[config.mk]
export PLATFORM = sky130hd
export DESIGN_NAME = lru_page_replacement_core_flat
export DESIGN_NICKNAME = d
export VERILOG_FILES = /design/src/lpr_pkg.sv /design/src/lpr_if.sv /design/src/lpr_ctrl.sv /design/src/lpr_dp.sv /design/src/lru_page_replacement_core.sv /design/src/flat_wrapper.sv
export SDC_FILE = /design/constraint.sdc
export NUM_CORES = 1
export LEC_CHECK = 0
export BUFFER_PORTS_ARGS = -buffer_cell sky130_fd_sc_hd__buf_2
export CAP_MARGIN = 0
export CORE_MARGIN = 2
export CORE_UTILIZATION = 60
export DETAILED_ROUTE_END_ITERATION = 8
export GPL_TIMING_DRIVEN = 0
export PLACE_DENSITY = 0.81
export SETUP_SLACK_MARGIN = 0.2
export SYNTH_ARGS = -nofsm -noshare
export SYNTH_HDL_FRONTEND = slang
export SYNTH_SLANG_ARGS = --single-unit
[constraint.sdc]
create_clock -name clk -period 5.6 [get_ports clk]
set_input_delay 0.28 -clock clk [delete_from_list [all_inputs] [get_ports clk]]
set_output_delay 0.28 -clock clk [all_outputs]
set_load 0.02 [all_outputs]
[src/lpr_pkg.sv]
// Package with the sizes, codes and shared types of the LRU page replacement block.
`timescale 1ns / 1ps
`default_nettype none
package lpr_pkg;

  localparam int FRAMES    = 8;
  localparam int PAGE_BITS = 16;
  localparam int FIDX_W    = (FRAMES > 1) ? $clog2(FRAMES) : 1;
  localparam int CNT_W     = 4;
  localparam int FAULT_W   = 32;
  localparam int FRAME_W   = 3;
  localparam int EVPAGE_W  = 16;

  localparam logic [CNT_W-1:0] FRAMES_RESET = CNT_W'(FRAMES);

  typedef enum logic [2:0] {
    ST_IDLE = 3'b001,
    ST_EXEC = 3'b010,
    ST_HOLD = 3'b100
  } state_t;

  typedef struct packed {
    logic capture;
    logic execute;
  } cmd_t;

  typedef struct packed {
    logic                hit;
    logic [FRAME_W-1:0]  frame;
    logic                evicted_valid;
    logic [EVPAGE_W-1:0] evicted_page;
    logic [FAULT_W-1:0]  fault_count;
  } res_t;

endpackage
`default_nettype wire

[src/lpr_if.sv]
// Interfaces of the request and result channels.
`timescale 1ns / 1ps
`default_nettype none
interface lpr_in_if import lpr_pkg::*; ();
  logic                 valid;
  logic                 ready;
  logic [PAGE_BITS-1:0] page;
  logic                 end_of_string;

  modport source (output valid, output page, output end_of_string, input ready);
  modport sink (input valid, input page, input end_of_string, output ready);
endinterface

interface lpr_out_if import lpr_pkg::*; ();
  logic                valid;
  logic                ready;
  logic                hit;
  logic [FRAME_W-1:0]  frame;
  logic                evicted_valid;
  logic [EVPAGE_W-1:0] evicted_page;
  logic [FAULT_W-1:0]  fault_count;

  modport source (output valid, output hit, output frame, output evicted_valid,
                  output evicted_page, output fault_count, input ready);
  modport sink (input valid, input hit, input frame, input evicted_valid,
                input evicted_page, input fault_count, output ready);
endinterface
`default_nettype wire

[src/lpr_ctrl.sv]
// Controller state machine that sequences capture, lookup and result delivery.
`timescale 1ns / 1ps
`default_nettype none
module lpr_ctrl import lpr_pkg::*; (
  input  wire logic clk,
  input  wire logic rst,
  input  wire logic in_valid,
  output logic      in_ready,
  output logic      out_valid,
  input  wire logic out_ready,
  output cmd_t      cmd
);

  state_t state, state_next;

  always_comb begin
    state_next = state;
    case (state)
      ST_IDLE: begin
        if (in_valid) state_next = ST_EXEC;
      end
      ST_EXEC: state_next = ST_HOLD;
      ST_HOLD: begin
        if (out_ready) state_next = ST_IDLE;
      end
      default: state_next = ST_IDLE;
    endcase
  end

  always_ff @(posedge clk) begin
    if (rst) begin
      state <= ST_IDLE;
    end else begin
      state <= state_next;
    end
  end

  assign in_ready    = (state == ST_IDLE);
  assign out_valid   = (state == ST_HOLD);
  assign cmd.capture = (state == ST_IDLE) && in_valid;
  assign cmd.execute = (state == ST_EXEC);

endmodule
`default_nettype wire

[src/lpr_dp.sv]
// Datapath with frame store, recency order, fault counter and result registers.
`timescale 1ns / 1ps
`default_nettype none
module lpr_dp import lpr_pkg::*; (
  input  wire logic                 clk,
  input  wire logic                 rst,
  input  wire cmd_t                 cmd,
  input  wire logic [PAGE_BITS-1:0] page,
  input  wire logic                 end_of_string,
  input  wire logic                 cfg_we,
  input  wire logic [CNT_W-1:0]     cfg_data,
  output res_t                      res
);

  logic [PAGE_BITS-1:0] frame_page [FRAMES];
  logic [FRAMES-1:0]    frame_valid;
  logic [FIDX_W-1:0]    order [FRAMES];
  logic [FIDX_W-1:0]    order_next [FRAMES];
  logic [FAULT_W-1:0]   faults;
  logic [FAULT_W-1:0]   faults_next;
  logic [CNT_W-1:0]     frames_in_use;
  logic [PAGE_BITS-1:0] page_q;
  logic                 last_q;

  logic [CNT_W-1:0]  n_eff;
  logic              hit;
  logic [FIDX_W-1:0] hit_idx;
  logic              empty_found;
  logic [FIDX_W-1:0] empty_idx;
  logic [FIDX_W-1:0] lru_idx;
  logic [FIDX_W-1:0] f;
  logic              evict;
  logic [FIDX_W-1:0] pos;

  always_comb begin
    if (frames_in_use == '0) begin
      n_eff = CNT_W'(1);
    end else if (frames_in_use > FRAMES_RESET) begin
      n_eff = FRAMES_RESET;
    end else begin
      n_eff = frames_in_use;
    end
  end

  always_comb begin
    hit         = 1'b0;
    hit_idx     = '0;
    empty_found = 1'b0;
    empty_idx   = '0;
    lru_idx     = '0;
    for (int i = FRAMES - 1; i >= 0; i--) begin
      if ((CNT_W'(i) < n_eff) && frame_valid[i] && (frame_page[i] == page_q)) begin
        hit     = 1'b1;
        hit_idx = FIDX_W'(i);
      end
      if ((CNT_W'(i) < n_eff) && !frame_valid[i]) begin
        empty_found = 1'b1;
        empty_idx   = FIDX_W'(i);
      end
      if (CNT_W'(order[i]) < n_eff) begin
        lru_idx = order[i];
      end
    end
  end

  always_comb begin
    if (hit) begin
      f = hit_idx;
    end else if (empty_found) begin
      f = empty_idx;
    end else begin
      f = lru_idx;
    end
    evict = !hit && !empty_found;
    faults_next = faults;
    if (!hit && (faults != '1)) begin
      faults_next = faults + FAULT_W'(1);
    end
  end

  always_comb begin
    pos = '0;
    for (int i = 0; i < FRAMES; i++) begin
      if (order[i] == f) pos = FIDX_W'(i);
    end
    for (int i = 0; i < FRAMES - 1; i++) begin
      if (FIDX_W'(i) < pos) begin
        order_next[i] = order[i];
      end else begin
        order_next[i] = order[i+1];
      end
    end
    order_next[FRAMES-1] = f;
  end

  always_ff @(posedge clk) begin
    if (rst) begin
      frames_in_use <= FRAMES_RESET;
      frame_valid   <= '0;
      faults        <= '0;
      for (int i = 0; i < FRAMES; i++) order[i] <= FIDX_W'(i);
    end else begin
      if (cfg_we) frames_in_use <= cfg_data;
      if (cmd.execute) begin
        if (last_q) begin
          frame_valid <= '0;
          faults      <= '0;
          for (int i = 0; i < FRAMES; i++) order[i] <= FIDX_W'(i);
        end else begin
          frame_valid[f] <= 1'b1;
          faults         <= faults_next;
          order          <= order_next;
        end
      end
    end
  end

  always_ff @(posedge clk) begin
    if (cmd.capture) begin
      page_q <= page;
      last_q <= end_of_string;
    end
    if (cmd.execute) begin
      if (!hit) frame_page[f] <= page_q;
      res.hit           <= hit;
      res.frame         <= FRAME_W'(f);
      res.evicted_valid <= evict;
      res.evicted_page  <= evict ? EVPAGE_W'(frame_page[f]) : '0;
      res.fault_count   <= faults_next;
    end
  end

endmodule
`default_nettype wire

[src/lru_page_replacement_core.sv]
// Top level of the LRU page replacement block.
//
// The block tracks up to eight page frames with least recently used
// replacement. Each request on req carries one page reference and an
// end-of-string flag; each produces exactly one result on res with hit,
// frame index, evicted page and the running fault count.
// A request is taken in the idle state, looked up and applied in the
// execute state, and its result is presented in the hold state until res.ready.
// One request is in flight at a time: no new reference is taken until
// the last has passed the capture, lookup and hold steps. If the receiver
// stalls, req.ready stays low until the result is taken. After a request
// with the end-of-string flag, all frames empty, the recency order returns
// to ascending frame order and the count clears. Reset does the same and
// sets frames_in_use to eight. The user must write the register through
// cfg_we and cfg_data while the block is idle; this is not enforced.
`timescale 1ns / 1ps
`default_nettype none
module lru_page_replacement_core import lpr_pkg::*; (
  input  wire logic             clk,
  input  wire logic             rst,
  lpr_in_if.sink                req,
  lpr_out_if.source             res,
  input  wire logic             cfg_we,
  input  wire logic [CNT_W-1:0] cfg_data
);

  cmd_t cmd;
  res_t result;

  lpr_ctrl u_ctrl (
    .clk       (clk),
    .rst       (rst),
    .in_valid  (req.valid),
    .in_ready  (req.ready),
    .out_valid (res.valid),
    .out_ready (res.ready),
    .cmd       (cmd)
  );

  lpr_dp u_dp (
    .clk           (clk),
    .rst           (rst),
    .cmd           (cmd),
    .page          (req.page),
    .end_of_string (req.end_of_string),
    .cfg_we        (cfg_we),
    .cfg_data      (cfg_data),
    .res           (result)
  );

  assign res.hit           = result.hit;
  assign res.frame         = result.frame;
  assign res.evicted_valid = result.evicted_valid;
  assign res.evicted_page  = result.evicted_page;
  assign res.fault_count   = result.fault_count;

endmodule
`default_nettype wire

[src/flat_wrapper.sv]
// flat-port wrapper written by rule: the top's interface ports become plain ports
module lru_page_replacement_core_flat import lpr_pkg::*;
  (clk, rst, cfg_we, cfg_data, req_valid, req_page, req_end_of_string, req_ready, res_valid, res_hit, res_frame, res_evicted_valid, res_evicted_page, res_fault_count, res_ready);
  lpr_in_if req_i ();
  lpr_out_if res_i ();
  input  wire logic clk;
  input  wire logic rst;
  input  wire logic cfg_we;
  input  wire logic [CNT_W-1:0] cfg_data;
  input wire logic [$bits(req_i.valid)-1:0] req_valid;
  input wire logic [$bits(req_i.page)-1:0] req_page;
  input wire logic [$bits(req_i.end_of_string)-1:0] req_end_of_string;
  output wire logic [$bits(req_i.ready)-1:0] req_ready;
  output wire logic [$bits(res_i.valid)-1:0] res_valid;
  output wire logic [$bits(res_i.hit)-1:0] res_hit;
  output wire logic [$bits(res_i.frame)-1:0] res_frame;
  output wire logic [$bits(res_i.evicted_valid)-1:0] res_evicted_valid;
  output wire logic [$bits(res_i.evicted_page)-1:0] res_evicted_page;
  output wire logic [$bits(res_i.fault_count)-1:0] res_fault_count;
  input wire logic [$bits(res_i.ready)-1:0] res_ready;
  assign req_i.valid = req_valid;
  assign req_i.page = req_page;
  assign req_i.end_of_string = req_end_of_string;
  assign req_ready = req_i.ready;
  assign res_valid = res_i.valid;
  assign res_hit = res_i.hit;
  assign res_frame = res_i.frame;
  assign res_evicted_valid = res_i.evicted_valid;
  assign res_evicted_page = res_i.evicted_page;
  assign res_fault_count = res_i.fault_count;
  assign res_i.ready = res_ready;
  lru_page_replacement_core u_core (.clk(clk), .rst(rst), .req(req_i), .res(res_i), .cfg_we(cfg_we), .cfg_data(cfg_data));
endmodule
==> flow_summary_export.csv <==
group,metric,value,unit
timing,period_share,0.9288,
routing,wire_per_inst,23.41,um
cts,cts_made_buffers,28,
power,power_switching,0.9761,mW
timing,slew_headroom,0.2069,
cts,clockBufferDepth,3,
placement,dp_hpwl,26940,um
synth,synth_edf_count,198,
setup_path,critPathMaxStageDelay,0.49,ns
routing,antenna_left,0,
synth,synth_seq_cells,269,
outcome,outcome,"completed",
finish,areaGrowthSynthToFinish,16.53,%
power,power_density,275.2,mW/mm^2
routing,first_pass_iters,5,
synth,synthTopCellsByCount,"edfxtp_1, nor2_1, xnor2_1",
setup_path,crit_arrival,5.46,ns
placement,gp_congestion,1.027,
die,die_area,0.02347,mm^2
timing,max_freq,192.3,MHz
timing,holdWs,0.06270,ns
synth,synth.most_common_cell,"edfxtp_1",
setup_path,worstSetupPathType,"register to register",
timing,finalSetupViolations,0,
synth,ys_types,77,
timing,clock_skew,0.01198,ns
synth,ys_seq_area_frac,0.5517,
finish,antennaDiodeCount,0,
timing,tightest_slew,1.177,ns
die,num_io_pins,81,
power,p_leak,5.421,nW
setup_path,crit_chain,"buf_6, clkbuf_2, inv_1, nand2_2, ha_1, or4_4, o22a_1, a311oi_1, o21ai_0, nand2_1, nand3_1, o21ai_1, buf_2, clkbuf_4, buf_2, nor2_1, a21oi_1, o21ai_0, a221oi_1, nor2_1",
power,p_seq_frac,0.511,
global_routing,first_global_vias,10123,
die,core-area,0.02182,mm^2
setup_path,crit_path_start,"u_core.u_dp.frames_in_use[3]$_SDFFE_PP1P_",
synth,synth_nets,1227,
job,drv_cap,0,
finish,drive_gt1_frac,0.1678,
synth,synthFlopType,"edfxtp_1",
power,p_sw_frac,0.2279,
routing,vias_per_cell,6.507,
power,p_total,4.283,mW
worst_hold_path,hold_path.class,"input port to register",
timing,timing.final.crit_period,5.201,ns
setup_path,end_kind,"register",
setup_path,critical-path-top-delay-family,"buffers and inverters",
placement,portBuffers,79,
synth,netlist_area,0.01335,mm^2
timing,slew_violations,0,
power,clock_power_share,0.423,
global_routing,grt_antenna_before_repair,0,
setup_path,rr_endpoint,"u_core.u_dp.res[35]$_SDFFCE_PN0P_",
finish,fin_area,0.01556,mm^2
routing,drt_iter0_drc,1237,
cts,clkTransAtPathRegs,0.06,ns
finish,n_fill_cell,1518,
routing,totalWireLength,38230,um
die,placementRows,54,
cts,clk_latency,0.55,ns
timing,rsz0062_at_grt,"no",
setup_path,critical_path.startpoint_type,"register",
setup_path,slowest_stage,"or4_4",
placement,dpl_cell_area,0.01430,mm^2
cts,clockRootBuffer,"clkbuf_16",
setup_path,cp.depth,20,
synth,yosys.area.top_type,"edfxtp_1",
cts,cts.sinks,269,
global_routing,track_usage,0.3181,
synth,async_reset_ff_frac,0,
power,internal_power,3.307,mW
power,vdd_drop_max,268.4,uV
die,die_h,153.2,um
setup_path,crit_path_max_fanout,10,
synth,synthTopCellsByArea,"edfxtp_1, dfxtp_1, xnor2_1, xor2_1, nor2_1",
global_routing,grt_overflow,0,
routing,drc,0,
setup_path,path_buf_inv,6,
cts,cts-htree-levels,1,
timing,hold_viol_final,0,
setup_path,reg2reg_from,"u_core.u_dp.frames_in_use[3]$_SDFFE_PP1P_",
synth,synthDominantCellAreaShare,0.4452,
cts,cts_tree,"yes",
global_routing,grt_max_degree,63,
setup_path,crit_path_end,"u_core.u_dp.res[35]$_SDFFCE_PN0P_",
synth,syn_avg_cell_area,11.28,um^2
setup_path,setup.reg_to_reg.worst_slack,0.40,ns
synth,yosys_warnings,0,
global_routing,grt_pass1_wl,57610,um
power,comb_power_share,0.065,
setup_path,reg2regPathDepth,20,
routing,vias,10626,
die,fp.dieW,153.2,um
synth,netlist_instances,1184,
finish,final_net_count,1374,
die,initial_core_util,0.6119,
setup_path,critPathRequiredTime,5.86,ns
## kinds of logic after synthesis
group | count (synthesis) | synth area share
AND/OR/NAND/NOR | 352 | 0.1334
flip-flops | 269 | 0.5517
adder cells (fa/ha/maj) | 17 | 0.01593
XOR/XNOR | 180 | 0.1186
multiplexers | 24 | 0.01855
buffers and inverters | 82 | 0.02670
AO/OA/AOI/OAI | 260 | 0.1351
## layer usage
| layer | global-route usage | part of all wire | vias to the layer above |
|---|---|---|---|
| met5 | 0 | 0 | - |
| met4 | 0.1671 | 0.065 | 0 |
| li1 | - | - | 4714 |
| met2 | 0.5081 | 0.46 | 728 |
| met1 | 0.4190 | 0.37 | 5003 |
| met3 | 0.05529 | 0.11 | 181 |
## how the worst min path moves through the flow
stage,start,end,slack (ns),cells after the start
2_1_floorplan,req_end_of_string,u_core.u_dp.last_q$_DFFE_PP_,0.38,0
3_3_place_gp,req_page[15],u_core.u_dp.page_q[15]$_DFFE_PP_,0.46,1
3_5_place_dp,req_page[15],u_core.u_dp.page_q[15]$_DFFE_PP_,0.46,1
4_1_cts,res_ready,u_core.u_ctrl.state[2]$_SDFFE_PP0P_,0.05,4
5_1_grt,cfg_data[2],u_core.u_dp.frames_in_use[2]$_SDFFE_PP0P_,0.06,3
6_report,res_ready,u_core.u_ctrl.state[2]$_SDFFE_PP0P_,0.06,4
## flip-flops by register name, indices dropped and copies added, names as in the netlist
register                   flops
u_core.u_dp.order             24
u_core.u_dp.page_q            16
u_core.u_dp.res               53
u_core.u_dp.frame_page       128
u_core.u_dp.frame_valid        8
u_core.u_ctrl.state            3
u_core.u_dp.last_q             1
u_core.u_dp.frames_in_use      4
u_core.u_dp.faults            32
## stage by stage
stage / setup TNS, ns / utilization / std cells / setup WS, ns
after detailed placement: -8.135 / 0.6553 / 1555 / -0.2526
after floorplan: 0 / - / 1184 / 0.7149
after CTS: 0 / 0.7105 / 1631 / 0.2143
after global routing: 0 / 0.7130 / 1633 / 0.1998
after global placement: -145.56 / 0.6461 / 1543 / -1.375
final: 0 / 0.7130 / 1633 / 0.3989
## worst min-delay path, delay by kind of cell
kind                   cells  cell delay (ns)
AND/OR/NAND/NOR            2             0.09
AO/OA/AOI/OAI              1             0.11
buffers and inverters      1             0.09
## cell type report
class	instances	area [um^2]	share of cell area
Tap cell	280	350.3	0.02251
Clock inverter	14	113.9	0.007317
Sequential cell	269	7367	0.4734
Buffer	63	295.3	0.01898
Timing Repair Buffer	117	832.0	0.05347
Clock buffer	38	797.0	0.05122
Inverter	19	71.32	0.004583
Multi-Input combinational cell	833	5734	0.3685
## layout by cell type, fill, tap and decap left out, types with 23 or more instances in the layout
| cell type | Yosys | final |
|---|---|---|
| a22oi_1 | 44 | 44 |
| nor2_1 | 109 | 99 |
| xnor2_1 | 95 | 95 |
| edfxtp_1 | 198 | 198 |
| nand3_1 | 24 | 24 |
| nand4_1 | 25 | 25 |
| a21oi_1 | 57 | 57 |
| nor3_1 | 27 | 23 |
| nand2_1 | 74 | 72 |
| clkbuf_1 | 31 | 31 |
| buf_2 | 27 | 106 |
| dfxtp_1 | 71 | 71 |
| xor2_1 | 84 | 84 |
| o21ai_0 | 44 | 44 |
| clkbuf_16 | 0 | 29 |
## power by group through the flow
stage	logic [mW]	clock network, mW	registers (mW)
after global placement	0.254	0	2.23
after CTS	0.273	1.83	2.19
after global routing	0.297	1.90	2.19
final	0.280	1.81	2.19
after floorplan	0.167	0	2.23
after detailed placement	0.260	0	2.23
## timing repair
item,CTS,global route
resized for setup,11,13
endpoints found under the hold margin,20,0
hold buffers,20,0
pin swaps,3,2
endpoints found under the setup margin,80,113
buffers inserted,4,2
No activity file was read; power rests on OpenSTA's default activity.
